<file path="src/rtl/sdc_pkg.sv">
`default_nettype none

package sdc_pkg;

    // field widths
    localparam int LS_W     = 13;
    localparam int RS_W     = 14;
    localparam int POT_W    = 12;
    localparam int YAW_W    = 16;
    localparam int SPD_W    = 16;
    localparam int TGT_W    = 8;
    localparam int DUTY_W   = 11;

    // configuration register widths
    localparam int GAIN8_W  = 8;
    localparam int LOST_W   = 14;
    localparam int SGAIN_W  = 4;
    localparam int LIM_W    = 8;
    localparam int CFG_IDX_W  = 3;
    localparam int CFG_DATA_W = 14;

    // internal widths
    localparam int ERR_W    = 15;   // line imbalance
    localparam int YE_W     = 27;   // yaw error
    localparam int YQ_W     = 13;   // |yaw| / 7
    localparam int CMD_W    = 9;    // signed motor command
    localparam int CORR_W   = 8;    // clamped steering correction
    localparam int OPA_W    = 27;
    localparam int OPB_W    = 18;
    localparam int ACC_W    = 34;

    // configuration reset values
    localparam int RST_STEER_KP   = 20;
    localparam int RST_STEER_KD   = 30;
    localparam int RST_LOST_SUM   = 2300;
    localparam int RST_POT_CENTER = 2100;
    localparam int RST_END_ANGLE  = 1250;
    localparam int RST_SPEED_GAIN = 4;
    localparam int RST_DRV_LIMIT  = 150;

    // control constants
    localparam int LIMIT_MAX      = 200;
    localparam int DUTY_MAX       = 1199;
    localparam int STEER_CLAMP    = 120;
    localparam int STEER_PUSH     = 20;
    localparam int STEER_SHIFT    = 6;    // divide by 64
    localparam int YAW_SHIFT      = 7;    // divide by 128
    localparam int YAW_GAIN       = 10;
    localparam int YAW_GAIN2      = 2 * YAW_GAIN;
    localparam int YAW_RECIP_SHIFT = 18;
    // ceil(2^18 / 7): exact quotient for magnitudes up to 2^15
    localparam int YAW_RECIP      = ((1 << YAW_RECIP_SHIFT) + 6) / 7;

    // configuration register indexes
    typedef enum logic [CFG_IDX_W-1:0] {
        CFG_STEER_KP    = 3'd0,
        CFG_STEER_KD    = 3'd1,
        CFG_LOST_SUM    = 3'd2,
        CFG_POT_CENTER  = 3'd3,
        CFG_END_ANGLE   = 3'd4,
        CFG_SPEED_GAIN  = 3'd5,
        CFG_DRIVE_LIMIT = 3'd6
    } t_cfg_idx;

    // sequencer states
    typedef enum logic [3:0] {
        ST_IDLE,
        ST_KP,
        ST_KD,
        ST_YAW,
        ST_TURN,
        ST_YE,
        ST_YNUM,
        ST_PRIOR,
        ST_SPD,
        ST_HEAD,
        ST_CMD
    } t_state;

    // multiplier operand selection
    typedef enum logic [2:0] {
        OP_KP,
        OP_KD,
        OP_YAW,
        OP_TURN,
        OP_YE,
        OP_PRIOR,
        OP_SPD
    } t_opsel;

    typedef struct packed {
        logic en;
        logic accum;
    } t_mac_cmd;

    typedef struct packed {
        logic     in_ready;
        t_mac_cmd mac;
        t_opsel   opsel;
        logic     ld_line;
        logic     ld_corr;
        logic     ld_steer;
        logic     ld_yq;
        logic     ld_ye;
        logic     ld_y;
        logic     ld_accel;
        logic     ld_out;
    } t_ctrl;

endpackage

`default_nettype wire

</file>
<file path="src/rtl/sdc_if.sv">
`default_nettype none

// control tick channel
interface sdc_in_if;
    logic                               valid;
    logic                               ready;
    logic signed [sdc_pkg::LS_W-1:0]    left_sense;
    logic signed [sdc_pkg::RS_W-1:0]    right_sense;
    logic        [sdc_pkg::POT_W-1:0]   wheel_pot;
    logic signed [sdc_pkg::YAW_W-1:0]   yaw_rate;
    logic signed [sdc_pkg::SPD_W-1:0]   wheel_speed;
    logic        [sdc_pkg::TGT_W-1:0]   target_speed;
    logic                               motors_enabled;
    logic                               sensors_on;
    logic                               drive_run;

    modport source (
        output valid, left_sense, right_sense, wheel_pot, yaw_rate, wheel_speed,
               target_speed, motors_enabled, sensors_on, drive_run,
        input  ready
    );
    modport sink (
        input  valid, left_sense, right_sense, wheel_pot, yaw_rate, wheel_speed,
               target_speed, motors_enabled, sensors_on, drive_run,
        output ready
    );
endinterface

// motor command channel
interface sdc_out_if;
    logic                               valid;
    logic                               ready;
    logic [sdc_pkg::DUTY_W-1:0]         left_drive_duty;
    logic                               left_drive_reverse;
    logic [sdc_pkg::DUTY_W-1:0]         right_drive_duty;
    logic                               right_drive_forward_pin;
    logic [sdc_pkg::DUTY_W-1:0]         steer_duty;
    logic                               steer_reverse;

    modport source (
        output valid, left_drive_duty, left_drive_reverse, right_drive_duty,
               right_drive_forward_pin, steer_duty, steer_reverse,
        input  ready
    );
    modport sink (
        input  valid, left_drive_duty, left_drive_reverse, right_drive_duty,
               right_drive_forward_pin, steer_duty, steer_reverse,
        output ready
    );
endinterface

`default_nettype wire

</file>
<file path="src/rtl/sdc_mac.sv">
`default_nettype none

module sdc_mac (
    input  wire logic                                i_clk,
    input  wire sdc_pkg::t_mac_cmd                   i_cmd,
    input  wire logic signed [sdc_pkg::OPA_W-1:0]    i_op_a,
    input  wire logic signed [sdc_pkg::OPB_W-1:0]    i_op_b,
    output      logic signed [sdc_pkg::ACC_W-1:0]    o_acc
);

    logic signed [sdc_pkg::OPA_W+sdc_pkg::OPB_W-1:0] prod;
    logic signed [sdc_pkg::ACC_W-1:0]                r_acc;
    logic signed [sdc_pkg::ACC_W-1:0]                n_acc;

    // signed product, added to the running sum or loaded fresh
    assign prod = i_op_a * i_op_b;

    always_comb begin
        n_acc = (i_cmd.accum ? r_acc : '0) + sdc_pkg::ACC_W'(prod);
    end

    always_ff @(posedge i_clk) begin
        if (i_cmd.en) begin
            r_acc <= n_acc;
        end
    end

    assign o_acc = r_acc;

endmodule

`default_nettype wire

</file>
<file path="src/rtl/sdc_ctrl.sv">
`default_nettype none

module sdc_ctrl (
    input  wire logic            i_clk,
    input  wire logic            i_rst_n,
    input  wire logic            i_in_fire,
    input  wire logic            i_out_stall,
    output      sdc_pkg::t_ctrl  o_ctrl
);

    sdc_pkg::t_state r_state;
    sdc_pkg::t_state n_state;

    // state register
    always_ff @(posedge i_clk) begin
        if (!i_rst_n) begin
            r_state <= sdc_pkg::ST_IDLE;
        end else begin
            r_state <= n_state;
        end
    end

    // next state
    always_comb begin
        n_state = r_state;
        unique case (r_state)
            sdc_pkg::ST_IDLE:  if (i_in_fire) n_state = sdc_pkg::ST_KP;
            sdc_pkg::ST_KP:    n_state = sdc_pkg::ST_KD;
            sdc_pkg::ST_KD:    n_state = sdc_pkg::ST_YAW;
            sdc_pkg::ST_YAW:   n_state = sdc_pkg::ST_TURN;
            sdc_pkg::ST_TURN:  n_state = sdc_pkg::ST_YE;
            sdc_pkg::ST_YE:    n_state = sdc_pkg::ST_YNUM;
            sdc_pkg::ST_YNUM:  n_state = sdc_pkg::ST_PRIOR;
            sdc_pkg::ST_PRIOR: n_state = sdc_pkg::ST_SPD;
            sdc_pkg::ST_SPD:   n_state = sdc_pkg::ST_HEAD;
            sdc_pkg::ST_HEAD:  n_state = sdc_pkg::ST_CMD;
            sdc_pkg::ST_CMD:   if (!i_out_stall) n_state = sdc_pkg::ST_IDLE;
            default:           n_state = sdc_pkg::ST_IDLE;
        endcase
    end

    // per-state strobes and multiplier commands
    always_comb begin
        o_ctrl = '0;
        o_ctrl.opsel = sdc_pkg::OP_KP;
        unique case (r_state)
            sdc_pkg::ST_IDLE: begin
                o_ctrl.in_ready = 1'b1;
            end
            sdc_pkg::ST_KP: begin
                o_ctrl.mac.en = 1'b1;
                o_ctrl.opsel  = sdc_pkg::OP_KP;
            end
            sdc_pkg::ST_KD: begin
                o_ctrl.mac.en    = 1'b1;
                o_ctrl.mac.accum = 1'b1;
                o_ctrl.opsel     = sdc_pkg::OP_KD;
                o_ctrl.ld_line   = 1'b1;
            end
            sdc_pkg::ST_YAW: begin
                o_ctrl.mac.en  = 1'b1;
                o_ctrl.opsel   = sdc_pkg::OP_YAW;
                o_ctrl.ld_corr = 1'b1;
            end
            sdc_pkg::ST_TURN: begin
                o_ctrl.mac.en   = 1'b1;
                o_ctrl.opsel    = sdc_pkg::OP_TURN;
                o_ctrl.ld_steer = 1'b1;
                o_ctrl.ld_yq    = 1'b1;
            end
            sdc_pkg::ST_YE: begin
                o_ctrl.ld_ye = 1'b1;
            end
            sdc_pkg::ST_YNUM: begin
                o_ctrl.mac.en = 1'b1;
                o_ctrl.opsel  = sdc_pkg::OP_YE;
            end
            sdc_pkg::ST_PRIOR: begin
                o_ctrl.mac.en    = 1'b1;
                o_ctrl.mac.accum = 1'b1;
                o_ctrl.opsel     = sdc_pkg::OP_PRIOR;
            end
            sdc_pkg::ST_SPD: begin
                o_ctrl.mac.en = 1'b1;
                o_ctrl.opsel  = sdc_pkg::OP_SPD;
                o_ctrl.ld_y   = 1'b1;
            end
            sdc_pkg::ST_HEAD: begin
                o_ctrl.ld_accel = 1'b1;
            end
            sdc_pkg::ST_CMD: begin
                o_ctrl.ld_out = !i_out_stall;
            end
            default: begin
                o_ctrl.in_ready = 1'b0;
            end
        endcase
    end

endmodule

`default_nettype wire

</file>
<file path="src/rtl/steering_and_drive_controller.sv">
// Steering and drive controller. Each accepted item is one control tick; it
// yields exactly one item of motor commands (left drive, right drive and
// steering duty with direction bits). The arithmetic runs through a single
// shared 27x18 signed multiply-accumulate unit stepped by a sequencer with
// an idle state and ten working steps. A new item is taken only once the
// sequencer is back in idle, and the output register is loaded in the last
// step. The input ready is high only while the sequencer idles; a finished
// result waits in the output register without holding up the next item,
// and the sequencer stalls in its last step only when a second result would
// overwrite one not yet taken. The user must write configuration registers
// through the write port only while no item is in flight; the block does
// not enforce this. Indexes beyond the last register are ignored.

`default_nettype none

module steering_and_drive_controller (
    input  wire logic                                  i_clk,
    input  wire logic                                  i_rst_n,
    sdc_in_if.sink                                     i_in,
    sdc_out_if.source                                  o_out,
    input  wire logic                                  i_cfg_wr_en,
    input  wire logic [sdc_pkg::CFG_IDX_W-1:0]         i_cfg_index,
    input  wire logic [sdc_pkg::CFG_DATA_W-1:0]        i_cfg_data
);

    localparam int ACC_W = sdc_pkg::ACC_W;
    localparam int CMD_W = sdc_pkg::CMD_W;
    localparam int LIM_W = sdc_pkg::LIM_W;

    // clamp a command to +-lim
    function automatic logic signed [CMD_W-1:0] clamp_cmd(
        input logic signed [CMD_W:0] v,
        input logic [LIM_W-1:0]      lim
    );
        logic signed [CMD_W:0] lim_s;
        lim_s = $signed((CMD_W + 1)'(lim));
        if (v > lim_s) begin
            clamp_cmd = CMD_W'(lim_s);
        end else if (v < -lim_s) begin
            clamp_cmd = CMD_W'(-lim_s);
        end else begin
            clamp_cmd = CMD_W'(v);
        end
    endfunction

    // magnitude of a command
    function automatic logic [LIM_W-1:0] mag_cmd(input logic signed [CMD_W-1:0] v);
        logic signed [CMD_W-1:0] neg;
        neg = -v;
        mag_cmd = v[CMD_W-1] ? LIM_W'(neg) : LIM_W'(v);
    endfunction

    // 1199*a/200 truncated equals 6a-1 for 1 <= a <= 200
    function automatic logic [sdc_pkg::DUTY_W-1:0] duty_of(input logic [LIM_W-1:0] a);
        logic [sdc_pkg::DUTY_W-1:0] a_w;
        a_w = sdc_pkg::DUTY_W'(a);
        duty_of = (a == '0) ? '0 : (a_w << 2) + (a_w << 1) - sdc_pkg::DUTY_W'(1);
    endfunction

    sdc_pkg::t_ctrl ctrl;
    logic in_fire;
    logic out_stall;

    // configuration registers
    logic [sdc_pkg::GAIN8_W-1:0]  r_steer_kp;
    logic [sdc_pkg::GAIN8_W-1:0]  r_steer_kd;
    logic [sdc_pkg::LOST_W-1:0]   r_line_lost_sum;
    logic [sdc_pkg::POT_W-1:0]    r_pot_center;
    logic [sdc_pkg::POT_W-1:0]    r_steer_end_angle;
    logic [sdc_pkg::SGAIN_W-1:0]  r_speed_gain;
    logic [LIM_W-1:0]             r_drive_limit;

    // captured item
    logic signed [sdc_pkg::LS_W-1:0]   r_left;
    logic signed [sdc_pkg::RS_W-1:0]   r_right;
    logic        [sdc_pkg::POT_W-1:0]  r_pot;
    logic signed [sdc_pkg::YAW_W-1:0]  r_yaw;
    logic signed [sdc_pkg::SPD_W-1:0]  r_spd;
    logic        [sdc_pkg::TGT_W-1:0]  r_tgt;
    logic                              r_men;
    logic                              r_son;
    logic                              r_run;

    // loop state and intermediates
    logic signed [sdc_pkg::ERR_W-1:0]  r_prior_line;
    logic signed [sdc_pkg::YE_W-1:0]   r_prior_yaw;
    logic signed [CMD_W-1:0]           r_steer;
    logic signed [sdc_pkg::CORR_W-1:0] r_corr;
    logic signed [sdc_pkg::YQ_W:0]     r_yq;
    logic signed [sdc_pkg::YE_W-1:0]   r_ye;
    logic signed [CMD_W-1:0]           r_y;
    logic signed [CMD_W-1:0]           r_accel;

    // output register
    logic                              r_out_valid;
    logic [sdc_pkg::DUTY_W-1:0]        r_left_duty;
    logic                              r_left_rev;
    logic [sdc_pkg::DUTY_W-1:0]        r_right_duty;
    logic                              r_right_fwd;
    logic [sdc_pkg::DUTY_W-1:0]        r_steer_duty;
    logic                              r_steer_rev;

    logic signed [sdc_pkg::OPA_W-1:0]  op_a;
    logic signed [sdc_pkg::OPB_W-1:0]  op_b;
    logic signed [ACC_W-1:0]           acc;

    logic [LIM_W-1:0]                  lim;
    logic signed [sdc_pkg::ERR_W-1:0]  line_e;
    logic signed [sdc_pkg::ERR_W:0]    line_d;
    logic signed [sdc_pkg::ERR_W-1:0]  line_sum;
    logic                              line_lost;
    logic signed [sdc_pkg::POT_W:0]    angle;
    logic signed [sdc_pkg::POT_W:0]    angle_bias;
    logic signed [sdc_pkg::POT_W:0]    angle_half;
    logic signed [sdc_pkg::POT_W-1:0]  turn;
    logic signed [sdc_pkg::POT_W+1:0]  angle_x;
    logic signed [sdc_pkg::POT_W+1:0]  end_x;
    logic                              at_pos_end;
    logic                              at_neg_end;
    logic signed [sdc_pkg::YAW_W:0]    yaw_x;
    logic        [sdc_pkg::YAW_W:0]    yaw_mag;
    logic signed [sdc_pkg::SPD_W:0]    spd_err;

    logic signed [ACC_W-1:0]           c_bias;
    logic signed [ACC_W-1:0]           c_q;
    logic signed [sdc_pkg::CORR_W-1:0] corr;
    logic [sdc_pkg::YQ_W-1:0]          yq_mag;
    logic signed [sdc_pkg::YQ_W:0]     yq;
    logic signed [sdc_pkg::YE_W:0]     ye_wide;
    logic signed [ACC_W-1:0]           y_bias;
    logic signed [ACC_W-1:0]           y_q;
    logic signed [ACC_W-1:0]           lim_acc;
    logic signed [CMD_W-1:0]           y_cl;
    logic [LIM_W-1:0]                  head;
    logic signed [ACC_W-1:0]           head_acc;
    logic signed [CMD_W-1:0]           accel;
    logic signed [CMD_W:0]             r_sum;
    logic signed [CMD_W:0]             l_sum;
    logic signed [CMD_W-1:0]           rcmd;
    logic signed [CMD_W-1:0]           lcmd;
    logic signed [CMD_W-1:0]           scmd;

    assign in_fire   = i_in.valid && i_in.ready;
    assign out_stall = r_out_valid && !o_out.ready;

    sdc_ctrl u_ctrl (
        .i_clk       (i_clk),
        .i_rst_n     (i_rst_n),
        .i_in_fire   (in_fire),
        .i_out_stall (out_stall),
        .o_ctrl      (ctrl)
    );

    sdc_mac u_mac (
        .i_clk  (i_clk),
        .i_cmd  (ctrl.mac),
        .i_op_a (op_a),
        .i_op_b (op_b),
        .o_acc  (acc)
    );

    assign i_in.ready = ctrl.in_ready;

    // configuration writes
    always_ff @(posedge i_clk) begin
        if (!i_rst_n) begin
            r_steer_kp        <= sdc_pkg::GAIN8_W'(sdc_pkg::RST_STEER_KP);
            r_steer_kd        <= sdc_pkg::GAIN8_W'(sdc_pkg::RST_STEER_KD);
            r_line_lost_sum   <= sdc_pkg::LOST_W'(sdc_pkg::RST_LOST_SUM);
            r_pot_center      <= sdc_pkg::POT_W'(sdc_pkg::RST_POT_CENTER);
            r_steer_end_angle <= sdc_pkg::POT_W'(sdc_pkg::RST_END_ANGLE);
            r_speed_gain      <= sdc_pkg::SGAIN_W'(sdc_pkg::RST_SPEED_GAIN);
            r_drive_limit     <= LIM_W'(sdc_pkg::RST_DRV_LIMIT);
        end else if (i_cfg_wr_en) begin
            unique case (sdc_pkg::t_cfg_idx'(i_cfg_index))
                sdc_pkg::CFG_STEER_KP:    r_steer_kp <= sdc_pkg::GAIN8_W'(i_cfg_data);
                sdc_pkg::CFG_STEER_KD:    r_steer_kd <= sdc_pkg::GAIN8_W'(i_cfg_data);
                sdc_pkg::CFG_LOST_SUM:    r_line_lost_sum <= i_cfg_data;
                sdc_pkg::CFG_POT_CENTER:  r_pot_center <= sdc_pkg::POT_W'(i_cfg_data);
                sdc_pkg::CFG_END_ANGLE:   r_steer_end_angle <= sdc_pkg::POT_W'(i_cfg_data);
                sdc_pkg::CFG_SPEED_GAIN:  r_speed_gain <= sdc_pkg::SGAIN_W'(i_cfg_data);
                sdc_pkg::CFG_DRIVE_LIMIT: r_drive_limit <= LIM_W'(i_cfg_data);
                default: begin
                end
            endcase
        end
    end

    // item capture
    always_ff @(posedge i_clk) begin
        if (in_fire) begin
            r_left  <= i_in.left_sense;
            r_right <= i_in.right_sense;
            r_pot   <= i_in.wheel_pot;
            r_yaw   <= i_in.yaw_rate;
            r_spd   <= i_in.wheel_speed;
            r_tgt   <= i_in.target_speed;
            r_men   <= i_in.motors_enabled;
            r_son   <= i_in.sensors_on;
            r_run   <= i_in.drive_run;
        end
    end

    // terms taken straight from the captured item
    always_comb begin
        lim = (r_drive_limit > LIM_W'(sdc_pkg::LIMIT_MAX)) ?
              LIM_W'(sdc_pkg::LIMIT_MAX) : r_drive_limit;
        line_e    = sdc_pkg::ERR_W'(r_left) - sdc_pkg::ERR_W'(r_right);
        line_d    = (sdc_pkg::ERR_W + 1)'(line_e) - (sdc_pkg::ERR_W + 1)'(r_prior_line);
        line_sum  = sdc_pkg::ERR_W'(r_left) + sdc_pkg::ERR_W'(r_right);
        line_lost = line_sum >= $signed(sdc_pkg::ERR_W'(r_line_lost_sum));
        angle      = $signed((sdc_pkg::POT_W + 1)'(r_pot))
                   - $signed((sdc_pkg::POT_W + 1)'(r_pot_center));
        // half angle, rounded toward zero
        angle_bias = angle + $signed((sdc_pkg::POT_W + 1)'(angle[sdc_pkg::POT_W]));
        angle_half = angle_bias >>> 1;
        turn       = sdc_pkg::POT_W'(-angle_half);
        angle_x    = (sdc_pkg::POT_W + 2)'(angle);
        end_x      = $signed((sdc_pkg::POT_W + 2)'(r_steer_end_angle));
        at_pos_end = angle_x >= end_x;
        at_neg_end = angle_x <= -end_x;
        yaw_x      = (sdc_pkg::YAW_W + 1)'(r_yaw);
        yaw_mag    = yaw_x[sdc_pkg::YAW_W] ? -yaw_x : yaw_x;
        spd_err    = (sdc_pkg::SPD_W + 1)'(r_spd) - $signed((sdc_pkg::SPD_W + 1)'(r_tgt));
    end

    // multiplier operand selection
    always_comb begin
        op_a = '0;
        op_b = '0;
        case (ctrl.opsel)
            sdc_pkg::OP_KP: begin
                op_a = sdc_pkg::OPA_W'(line_e);
                op_b = sdc_pkg::OPB_W'(r_steer_kp);
            end
            sdc_pkg::OP_KD: begin
                op_a = sdc_pkg::OPA_W'(line_d);
                op_b = sdc_pkg::OPB_W'(r_steer_kd);
            end
            sdc_pkg::OP_YAW: begin
                op_a = sdc_pkg::OPA_W'(yaw_mag);
                op_b = sdc_pkg::OPB_W'(sdc_pkg::YAW_RECIP);
            end
            sdc_pkg::OP_TURN: begin
                op_a = sdc_pkg::OPA_W'(turn);
                op_b = sdc_pkg::OPB_W'(r_spd);
            end
            sdc_pkg::OP_YE: begin
                op_a = r_ye;
                op_b = sdc_pkg::OPB_W'(sdc_pkg::YAW_GAIN2);
            end
            sdc_pkg::OP_PRIOR: begin
                op_a = r_prior_yaw;
                op_b = sdc_pkg::OPB_W'(-sdc_pkg::YAW_GAIN);
            end
            sdc_pkg::OP_SPD: begin
                op_a = sdc_pkg::OPA_W'(spd_err);
                op_b = sdc_pkg::OPB_W'(r_speed_gain);
            end
            default: begin
                op_a = '0;
                op_b = '0;
            end
        endcase
    end

    // steering correction: sum / 64 toward zero, clamp, zero when line lost
    always_comb begin
        c_bias = acc + $signed(ACC_W'({sdc_pkg::STEER_SHIFT{acc[ACC_W-1]}}));
        c_q    = c_bias >>> sdc_pkg::STEER_SHIFT;
        if (line_lost) begin
            corr = '0;
        end else if (c_q > ACC_W'(sdc_pkg::STEER_CLAMP)) begin
            corr = sdc_pkg::CORR_W'(sdc_pkg::STEER_CLAMP);
        end else if (c_q < ACC_W'(-sdc_pkg::STEER_CLAMP)) begin
            corr = sdc_pkg::CORR_W'(-sdc_pkg::STEER_CLAMP);
        end else begin
            corr = sdc_pkg::CORR_W'(c_q);
        end
    end

    // yaw error: |yaw| / 7 by reciprocal with sign restored, held while the
    // unit forms turn * speed, then the product is subtracted
    always_comb begin
        yq_mag  = acc[sdc_pkg::YAW_RECIP_SHIFT +: sdc_pkg::YQ_W];
        yq      = r_yaw[sdc_pkg::YAW_W-1] ? -$signed((sdc_pkg::YQ_W + 1)'(yq_mag))
                                          : $signed((sdc_pkg::YQ_W + 1)'(yq_mag));
        ye_wide = (sdc_pkg::YE_W + 1)'(r_yq) - (sdc_pkg::YE_W + 1)'(acc);
    end

    // yaw term: numerator / 128 toward zero, clamped to the limit
    always_comb begin
        y_bias  = acc + $signed(ACC_W'({sdc_pkg::YAW_SHIFT{acc[ACC_W-1]}}));
        y_q     = y_bias >>> sdc_pkg::YAW_SHIFT;
        lim_acc = $signed(ACC_W'(lim));
        if (y_q > lim_acc) begin
            y_cl = CMD_W'(lim_acc);
        end else if (y_q < -lim_acc) begin
            y_cl = CMD_W'(-lim_acc);
        end else begin
            y_cl = CMD_W'(y_q);
        end
    end

    // speed term limited by the headroom left by the yaw term, zero when the target speed is zero
    always_comb begin
        head     = lim - mag_cmd(r_y);
        head_acc = $signed(ACC_W'(head));
        if (r_tgt == '0) begin
            accel = '0;
        end else if (acc > head_acc) begin
            accel = CMD_W'(head_acc);
        end else if (acc < -head_acc) begin
            accel = CMD_W'(-head_acc);
        end else begin
            accel = CMD_W'(acc);
        end
    end

    // final commands
    always_comb begin
        r_sum = (CMD_W + 1)'(r_y) + (CMD_W + 1)'(r_accel);
        l_sum = (CMD_W + 1)'(r_accel) - (CMD_W + 1)'(r_y);
        rcmd  = (r_run && r_men) ? clamp_cmd(r_sum, lim) : '0;
        lcmd  = (r_run && r_men) ? clamp_cmd(l_sum, lim) : '0;
        scmd  = r_men ? clamp_cmd((CMD_W + 1)'(r_steer), lim) : '0;
    end

    // loop state
    always_ff @(posedge i_clk) begin
        if (!i_rst_n) begin
            r_prior_line <= '0;
            r_prior_yaw  <= '0;
            r_steer      <= '0;
        end else begin
            if (ctrl.ld_line) begin
                r_prior_line <= line_e;
            end
            if (ctrl.ld_steer && r_men && r_son) begin
                if (at_pos_end) begin
                    r_steer <= CMD_W'(sdc_pkg::STEER_PUSH);
                end else if (at_neg_end) begin
                    r_steer <= CMD_W'(-sdc_pkg::STEER_PUSH);
                end else begin
                    r_steer <= CMD_W'(r_corr);
                end
            end else if (ctrl.ld_out) begin
                r_steer <= scmd;
            end
            if (ctrl.ld_out && r_run) begin
                r_prior_yaw <= r_ye;
            end
        end
    end

    // intermediates
    always_ff @(posedge i_clk) begin
        if (ctrl.ld_corr) begin
            r_corr <= corr;
        end
        if (ctrl.ld_yq) begin
            r_yq <= yq;
        end
        if (ctrl.ld_ye) begin
            r_ye <= sdc_pkg::YE_W'(ye_wide);
        end
        if (ctrl.ld_y) begin
            r_y <= y_cl;
        end
        if (ctrl.ld_accel) begin
            r_accel <= accel;
        end
    end

    // output register
    always_ff @(posedge i_clk) begin
        if (!i_rst_n) begin
            r_out_valid <= 1'b0;
        end else if (ctrl.ld_out) begin
            r_out_valid <= 1'b1;
        end else if (o_out.ready) begin
            r_out_valid <= 1'b0;
        end
    end

    always_ff @(posedge i_clk) begin
        if (ctrl.ld_out) begin
            r_left_duty  <= duty_of(mag_cmd(lcmd));
            r_left_rev   <= lcmd[CMD_W-1];
            r_right_duty <= duty_of(mag_cmd(rcmd));
            r_right_fwd  <= !rcmd[CMD_W-1];
            r_steer_duty <= duty_of(mag_cmd(scmd));
            r_steer_rev  <= scmd[CMD_W-1];
        end
    end

    assign o_out.valid                   = r_out_valid;
    assign o_out.left_drive_duty         = r_left_duty;
    assign o_out.left_drive_reverse      = r_left_rev;
    assign o_out.right_drive_duty        = r_right_duty;
    assign o_out.right_drive_forward_pin = r_right_fwd;
    assign o_out.steer_duty              = r_steer_duty;
    assign o_out.steer_reverse           = r_steer_rev;

endmodule

`default_nettype wire

</file>
<file path="src/flat_wrapper.sv">
// flat-port wrapper written by rule: the top's interface ports become plain ports
module steering_and_drive_controller_flat 
  (i_clk, i_rst_n, i_cfg_wr_en, i_cfg_index, i_cfg_data, i_in_valid, i_in_left_sense, i_in_right_sense, i_in_wheel_pot, i_in_yaw_rate, i_in_wheel_speed, i_in_target_speed, i_in_motors_enabled, i_in_sensors_on, i_in_drive_run, i_in_ready, o_out_valid, o_out_left_drive_duty, o_out_left_drive_reverse, o_out_right_drive_duty, o_out_right_drive_forward_pin, o_out_steer_duty, o_out_steer_reverse, o_out_ready);
  sdc_in_if i_in_i ();
  sdc_out_if o_out_i ();
  input  wire logic i_clk;
  input  wire logic i_rst_n;
  input  wire logic i_cfg_wr_en;
  input  wire logic [sdc_pkg::CFG_IDX_W-1:0] i_cfg_index;
  input  wire logic [sdc_pkg::CFG_DATA_W-1:0] i_cfg_data;
  input wire logic [$bits(i_in_i.valid)-1:0] i_in_valid;
  input wire logic [$bits(i_in_i.left_sense)-1:0] i_in_left_sense;
  input wire logic [$bits(i_in_i.right_sense)-1:0] i_in_right_sense;
  input wire logic [$bits(i_in_i.wheel_pot)-1:0] i_in_wheel_pot;
  input wire logic [$bits(i_in_i.yaw_rate)-1:0] i_in_yaw_rate;
  input wire logic [$bits(i_in_i.wheel_speed)-1:0] i_in_wheel_speed;
  input wire logic [$bits(i_in_i.target_speed)-1:0] i_in_target_speed;
  input wire logic [$bits(i_in_i.motors_enabled)-1:0] i_in_motors_enabled;
  input wire logic [$bits(i_in_i.sensors_on)-1:0] i_in_sensors_on;
  input wire logic [$bits(i_in_i.drive_run)-1:0] i_in_drive_run;
  output wire logic [$bits(i_in_i.ready)-1:0] i_in_ready;
  output wire logic [$bits(o_out_i.valid)-1:0] o_out_valid;
  output wire logic [$bits(o_out_i.left_drive_duty)-1:0] o_out_left_drive_duty;
  output wire logic [$bits(o_out_i.left_drive_reverse)-1:0] o_out_left_drive_reverse;
  output wire logic [$bits(o_out_i.right_drive_duty)-1:0] o_out_right_drive_duty;
  output wire logic [$bits(o_out_i.right_drive_forward_pin)-1:0] o_out_right_drive_forward_pin;
  output wire logic [$bits(o_out_i.steer_duty)-1:0] o_out_steer_duty;
  output wire logic [$bits(o_out_i.steer_reverse)-1:0] o_out_steer_reverse;
  input wire logic [$bits(o_out_i.ready)-1:0] o_out_ready;
  assign i_in_i.valid = i_in_valid;
  assign i_in_i.left_sense = i_in_left_sense;
  assign i_in_i.right_sense = i_in_right_sense;
  assign i_in_i.wheel_pot = i_in_wheel_pot;
  assign i_in_i.yaw_rate = i_in_yaw_rate;
  assign i_in_i.wheel_speed = i_in_wheel_speed;
  assign i_in_i.target_speed = i_in_target_speed;
  assign i_in_i.motors_enabled = i_in_motors_enabled;
  assign i_in_i.sensors_on = i_in_sensors_on;
  assign i_in_i.drive_run = i_in_drive_run;
  assign i_in_ready = i_in_i.ready;
  assign o_out_valid = o_out_i.valid;
  assign o_out_left_drive_duty = o_out_i.left_drive_duty;
  assign o_out_left_drive_reverse = o_out_i.left_drive_reverse;
  assign o_out_right_drive_duty = o_out_i.right_drive_duty;
  assign o_out_right_drive_forward_pin = o_out_i.right_drive_forward_pin;
  assign o_out_steer_duty = o_out_i.steer_duty;
  assign o_out_steer_reverse = o_out_i.steer_reverse;
  assign o_out_i.ready = o_out_ready;
  steering_and_drive_controller u_core (.i_clk(i_clk), .i_rst_n(i_rst_n), .i_in(i_in_i), .o_out(o_out_i), .i_cfg_wr_en(i_cfg_wr_en), .i_cfg_index(i_cfg_index), .i_cfg_data(i_cfg_data));
endmodule
</file>
<file path="config.mk">
export PLATFORM = sky130hd
export DESIGN_NAME = steering_and_drive_controller_flat
export DESIGN_NICKNAME = d
export VERILOG_FILES = /design/src/rtl/sdc_pkg.sv /design/src/rtl/sdc_if.sv /design/src/rtl/sdc_mac.sv /design/src/rtl/sdc_ctrl.sv /design/src/rtl/steering_and_drive_controller.sv /design/src/flat_wrapper.sv
export SDC_FILE = /design/constraint.sdc
export NUM_CORES = 2
export LEC_CHECK = 0
export BUFFER_PORTS_ARGS = -buffer_cell sky130_fd_sc_hd__buf_2
export CORE_UTILIZATION = 40
export CTS_CLUSTER_DIAMETER = 200
export DETAILED_ROUTE_END_ITERATION = 16
export HOLD_SLACK_MARGIN = 0.12
export PLACE_DENSITY = 0.65
export RECOVER_POWER = 100
export SETUP_SLACK_MARGIN = 0.3
export SLEW_MARGIN = 20
export SYNTH_ARGS = -nofsm -noshare
export SYNTH_HDL_FRONTEND = slang
export SYNTH_SLANG_ARGS = --single-unit
</file>
<file path="constraint.sdc">
create_clock -name i_clk -period 12.3 [get_ports i_clk]
set_input_delay 0.615 -clock i_clk [delete_from_list [all_inputs] [get_ports i_clk]]
set_output_delay 0.615 -clock i_clk [all_outputs]
set_load 0.02 [all_outputs]
</file>
Word level (Yosys, flattened, before mapping)
Index checks and enable logic that the tools add are counted.
{ "op_classes": {"n_mux": 45, "eq_ne": 24, "order_cmp": 16, "multipliers": 1, "add_sub_neg": 30, "reduce_logical": 31} }
{ "ops": {"columns": ["cell", "count"], "rows": [
  ["27-bit one-hot mux with 7 select lines", 1],
  ["9-bit 2-to-1 mux", 15],
  ["18-bit one-hot mux with 7 select lines", 1],
  ["8-bit negator with 34-bit output", 2],
  ["8-bit 2-to-1 mux", 8],
  ["4-bit one-hot mux with 11 select lines", 1],
  ["34-bit adder", 1],
  ["34-bit by 7-bit adder with 34-bit output", 1],
  ["34-bit by 8-bit adder with 34-bit output", 1],
  ["34-bit by 9-bit greater-than comparator with 1-bit output", 1],
  ["27-bit by 34-bit less-than comparator with 1-bit output", 1],
  ["34-bit less-than comparator", 1],
  ["27-bit by 18-bit multiplier with 34-bit output", 1],
  ["34-bit 2-to-1 mux", 1],
  ["10-bit by 9-bit adder with 11-bit output", 3],
  ["11-bit by 1-bit subtractor with 11-bit output (second input constant)", 3],
  ["8-bit logical NOT", 4],
  ["8-bit negator", 4],
  ["28-bit by 8-bit greater-than comparator with 1-bit output (second input constant)", 1],
  ["28-bit by 8-bit less-than comparator with 1-bit output (second input constant)", 1],
  ["27-bit by 9-bit greater-than comparator with 1-bit output", 1],
  ["14-bit by 27-bit subtractor with 27-bit output", 1],
  ["10-bit by 9-bit greater-than comparator with 1-bit output", 2],
  ["10-bit less-than comparator", 2],
  ["other kinds (45)", 89]
]} }
{ "word_totals": {"ff_bits": 341} }

Depth between registers and ports, before layout
{ "depth": {"depth_word": 11, "depth_mapped": 47, "depth_no_buf": 45} }

Hierarchy
From an unflattened synthesis, not the netlist that was laid out.
{ "hier_totals": {"hier_cells": 4883, "area_unflattened_um2": 42906.2} }
{ "modules_own_cells": {"columns": ["module", "area_per_inst_um2", "cells_each", "instances"], "rows": [
  ["steering_and_drive_controller", 26940.8, 3179, 1],
  ["sdc_mac", 15523.6, 1648, 1],
  ["sdc_ctrl", 441.7, 56, 1]
]} }

Least setup slack after synthesis
Ideal clock, no wire load.
{ "synth_path": {"path_kind": "register to register", "start": "register u_core.r_left[0] (netlist name)", "end": "register u_core.u_mac.r_acc, in the netlist u_core.u_mac.o_acc[32] (data pin)", "n_path_buf": 1, "required_time_ns": 12.035, "stages_incl_launch_ff": 43, "t_arrival_ns": 9.595, "slack_ns": 2.440, "cell_sequence": "edfxtp_1 inv_1 ha_1 inv_1 fa_1 a21o_1 a21oi_1 xnor2_1 ha_1 a21boi_0 o21ai_0 a21boi_0 o21ai_0 a21boi_0 o21ai_0 and2_1 o21ai_0 xnor2_1 (+7 left out) fa_1 inv_1 fa_1 fa_1 fa_1 ha_1 ha_1 a21o_1 a21o_1 a311o_1 a31oi_1 o21bai_1 nand2_1 a21bo_2 o21ai_0 a21boi_0 o21ai_0 xor2_1"} }
{ "synth_between": {"elab_chain_len": 5} }
{ "synth_rtl": {"columns": ["element", "line_no", "rtl"], "rows": [
  ["start, declared", "steering_and_drive_controller.sv:74", "logic signed [sdc_pkg::LS_W-1:0] r_left;"],
  ["start signal, assigned", "steering_and_drive_controller.sv:192", "r_left <= i_in.left_sense;"],
  ["13-bit by 14-bit subtractor with 15-bit output (*)", "steering_and_drive_controller.sv:208", "line_e = sdc_pkg::ERR_W'(r_left) - sdc_pkg::ERR_W'(r_right);"],
  ["named net u_core.line_e (one bit)", "steering_and_drive_controller.sv:108", "logic signed [sdc_pkg::ERR_W-1:0] line_e;"],
  ["15-bit by 15-bit subtractor with 16-bit output", "steering_and_drive_controller.sv:209", "line_d = (sdc_pkg::ERR_W + 1)'(line_e) - (sdc_pkg::ERR_W + 1)'(r_prior_line);"],
  ["27-bit one-hot mux with 7 select lines (*)", "steering_and_drive_controller.sv:231", "case (ctrl.opsel)"],
  ["27-bit by 18-bit multiplier with 34-bit output (*)", "sdc_mac.sv:16", "assign prod = i_op_a * i_op_b;"],
  ["34-bit adder (*)", "sdc_mac.sv:19", "n_acc = (i_cmd.accum ? r_acc : '0) + sdc_pkg::ACC_W'(prod);"],
  ["named net u_core.u_mac.n_acc (one bit)", "sdc_mac.sv:13", "logic signed [sdc_pkg::ACC_W-1:0] n_acc;"],
  ["end signal, assigned", "sdc_mac.sv:24", "r_acc <= n_acc;"],
  ["end, declared", "sdc_mac.sv:12", "logic signed [sdc_pkg::ACC_W-1:0] r_acc;"]
]} }
The timed path passes the listed nets; every way through them passes the cells marked *.
A chain may end at the register's enable or synchronous reset.

Worst setup path in the final report
{ "layout_path": {"start": "register u_core.r_pot[5] (netlist name)", "end": "register u_core.u_mac.r_acc, in the netlist u_core.u_mac.o_acc[32] (data pin)"} }
{ "layout_between": {"elab_chain_len": 6} }
{ "layout_rtl": {"columns": ["element", "line_no", "rtl"], "rows": [
  ["start, declared", "steering_and_drive_controller.sv:76", "logic [sdc_pkg::POT_W-1:0] r_pot;"],
  ["start signal, assigned", "steering_and_drive_controller.sv:194", "r_pot <= i_in.wheel_pot;"],
  ["12-bit by 12-bit subtractor with 13-bit output", "steering_and_drive_controller.sv:213", "- $signed((sdc_pkg::POT_W + 1)'(r_pot_center));"],
  ["13-bit by 2-bit adder with 13-bit output", "steering_and_drive_controller.sv:215", "angle_bias = angle + $signed((sdc_pkg::POT_W + 1)'(angle[sdc_pkg::POT_W]));"],
  ["12-bit negator", "steering_and_drive_controller.sv:217", "turn = sdc_pkg::POT_W'(-angle_half);"],
  ["27-bit one-hot mux with 7 select lines", "steering_and_drive_controller.sv:231", null],
  ["27-bit by 18-bit multiplier with 34-bit output", "sdc_mac.sv:16", null],
  ["34-bit adder", "sdc_mac.sv:19", null],
  ["named net u_core.u_mac.n_acc (one bit)", "sdc_mac.sv:13", null]
]} }
The timed path passes the listed nets, and every way through them passes these cells.

==> results.json <==
{
  "critical_path.most_common_cell": "fa_1",
  "crit_arrival_ns": 11.67,
  "finalCriticalPeriod_ns": 11.34,
  "setup-tns-final_ns": 0,
  "worstMarginPinSlew_ns": 4.005,
  "fill_cells": 10260,
  "num_io_pins": 142,
  "clk_pin_slew_worst_paths_ns": 0.06,
  "fin_nets": 5889,
  "utilization_pct": 43.94,
  "vdd_ir_drop_max_mv": 0.2189,
  "yosys_most_used_dff": "edfxtp_1",
  "diodes": 0,
  "yosysSeqAreaShare_pct": 21.42,
  "seq_area_sq_um": 9019,
  "cp-start-kind": "register",
  "grt.total_usage_pct": 24.11,
  "p_per_area_nw_per_um2": 187.0,
  "clock-root-buffer": "clkbuf_16",
  "synth-edff-count": 219,
  "cts_buffers": 42,
  "min-delay-start": "i_in_motors_enabled",
  "synth_area_sq_um": 42100,
  "overflow": 0,
  "ctsHtreeMaxLevel": 2,
  "final_cell_mix": "720 x inv_1, 675 x nand2_1, 467 x ha_1",
  "synth_area_per_cell_sq_um": 8.702,
  "slew_viol_final": 317,
  "synth_async_sr_flop_share_pct": 0,
  "die_w_microns": 326.4,
  "synth.distinct_cells": 99,
  "wirelength_microns": 127700,
  "drt-pass1-iter-count": 8,
  "slew_headroom_pct": -167.0,
  "area_delta_synth_final_pct": 8.488,
  "cts_sinks": 341,
  "drt_iter0_markers": 3079,
  "setup_viol_count_final": 0,
  "synth_nets": 5812,
  "antenna_left": 0,
  "critPathKind": "reg2reg",
  "setup_slack_ns": 0.9597,
  "fin_crit_sh_pct": 92.20,
  "multi_input_area_sq_um": 29750,
  "path_delay_family": "adder cells",
  "finClkSkew_ns": 0.04948,
  "violations": "capacitance limit, slew limit",
  "critPathCaptureType": "register",
  "vias_per_cell": 5.518,
  "worstHoldPathCells": 1,
  "crit_buf_inv": 5,
  "drv_cap": 7,
  "hold_end": "u_core.r_men",
  "r2r_start": "u_core.r_pot[5]",
  "drt-wirelength-per-cell_microns": 20.18,
  "reg2reg_slack_ns": 0.96,
  "synthCells": 4838,
  "finalHoldViolCount": 0,
  "cts_tree": "done",
  "rr_endpoint": "u_core.u_mac.o_acc[32]",
  "hold_class": "in2reg",
  "synth_warnings": 0,
  "fmax_mhz": 88.18,
  "dp_hpwl_microns": 100400,
  "reg2reg_depth": 37,
  "rows": 118,
  "ys_ff_latch": 341,
  "drive_gt1_share_pct": 5.698,
  "critPathRequiredTime_ns": 12.63,
  "clock_path_buffers": 3,
  "rsz0062_at_grt": "false",
  "gp_congestion": 0.9723,
  "grt_first_pass_wirelength_microns": 201100,
  "leakage_uw": 0.02063,
  "drc": 0,
  "final_common_cell": "inv_1",
  "worstPathMaxFanout": 10,
  "grt_pass1_vias": 34940,
  "die_area_sq_um": 106600,
  "outcome": "finished with violations",
  "antenna_found_initial": 0,
  "insertion_delay_ns": 0.63,
  "place_ws_ns": 1.154,
  "vias": 34930,
  "critPathMaxStageDelay_ns": 0.81,
  "fp.dieH_microns": 326.4,
  "initial_core_util_pct": 40.50,
  "grt_max_degree": 95,
  "cts_setup_buffers": 0,
  "port_buffers": 141,
  "slowest_stage": "a221o_1",
  "core_area_sq_um": 103900
}
-- kinds of logic after synthesis --
| group | after synthesis | share of synthesized area (%) |
|---|---|---|
| muxes | 43 | 1.052 |
| buffers and inverters | 894 | 8.060 |
| AOI/OAI and AO/OA | 871 | 13.96 |
| DFF | 341 | 21.42 |
| and+or+nand+nor | 1542 | 16.62 |
| adders and majority gates | 870 | 33.04 |
| xor gates and xnor gates | 277 | 5.846 |
-- layer usage --
| metal | global-route usage, % | vias to the layer above | wire length, microns | part of all wire [%] |
|---|---|---|---|---|
| li1 | - | 16270 | - | - |
| met1 | 31.10 | 17040 | 52650 | 41 |
| met2 | 39.68 | 1293 | 58700 | 46 |
| met3 | 4.494 | 327 | 10430 | 8.2 |
| met4 | 9.813 | 0 | 5925 | 4.6 |
| met5 | 0 | - | 0 | 0 |
-- per-stage QoR --
step                      hold WS, ns  total power (uW)  cells  cell area [sq um]
after floorplan                0.4328              5710   4838              42100
after global placement         0.4505              7157   6251              44410
after detailed placement       0.4553              7232   6251              44410
after CTS                      0.1333              8529   6329              45800
after global routing           0.1445              9310   6329              45670
final                          0.1639              8539   6329              45670
-- how the worst max path moves through the flow --
stage	start	endpoint	slack (ns)	depth (start not counted)
after floorplan	u_core.r_left[0]	u_core.u_mac.o_acc[32]	2.44	42
after global placement	u_core.r_left[1]	u_core.u_mac.o_acc[32]	1.25	40
after detailed placement	u_core.r_left[1]	u_core.u_mac.o_acc[32]	1.15	40
after CTS	u_core.r_left[1]	u_core.u_mac.o_acc[32]	1.07	40
after global routing	u_core.r_pot[5]	u_core.u_mac.o_acc[30]	0.21	37
final	u_core.r_pot[5]	u_core.u_mac.o_acc[32]	0.96	37
-- cell usage after synthesis (70+ instances only) --
cell        n  area, sq um
a21boi_0   92        690.7
nand2_1   677         2541
fa_1      403         8068
clkbuf_1  142        533.0
nor3_1     82        410.4
xnor2_1   205         1795
dfxtp_1   122         2442
inv_1     720         2703
nor2_1    331         1242
a21o_1     71        533.0
a21oi_1   184        920.9
and2_1     70        437.9
o21ai_0   153        765.7
ha_1      467         5843
nand3_1    96        480.5
edfxtp_1  219         6576
-- sequential cells by signal (all words and copies together) (netlist names), 13 cells and up --
name	count
u_core.r_prior_yaw	27
u_core.r_yq	14
u_core.r_yaw	16
u_core.r_line_lost_sum	14
u_core.r_spd	16
u_core.r_left	13
u_core.u_mac.o_acc	34
u_core.r_ye	27
u_core.r_right	14
u_core.r_prior_line	15
-- power breakdown --
part           switching [uW]  internal (uW)  leakage (uW)
clock network             560            704      0.000667
registers                 311           1540       0.00303
logic                    3220           2210        0.0169
total                    4090           4450        0.0206
-- area by class of cell --
| class | count | share of cell area (%) |
|---|---|---|
| flip-flops and latches | 341 | 19.75 |
| clock inverters | 24 | 0.5725 |
| multi-input cells | 3603 | 65.13 |
| inverters | 723 | 5.942 |
| clock buffers | 54 | 2.465 |
| repair buffers | 204 | 2.361 |
| well taps | 1380 | 3.780 |
-- timing repair --
item                                    4_1_cts  5_1_grt
hold buffers                                  0        0
resized for setup                             0        2
endpoints found under the setup margin        0        3
hold endpoints to repair                      0        0
No activity file was read; power rests on OpenSTA's default activity.
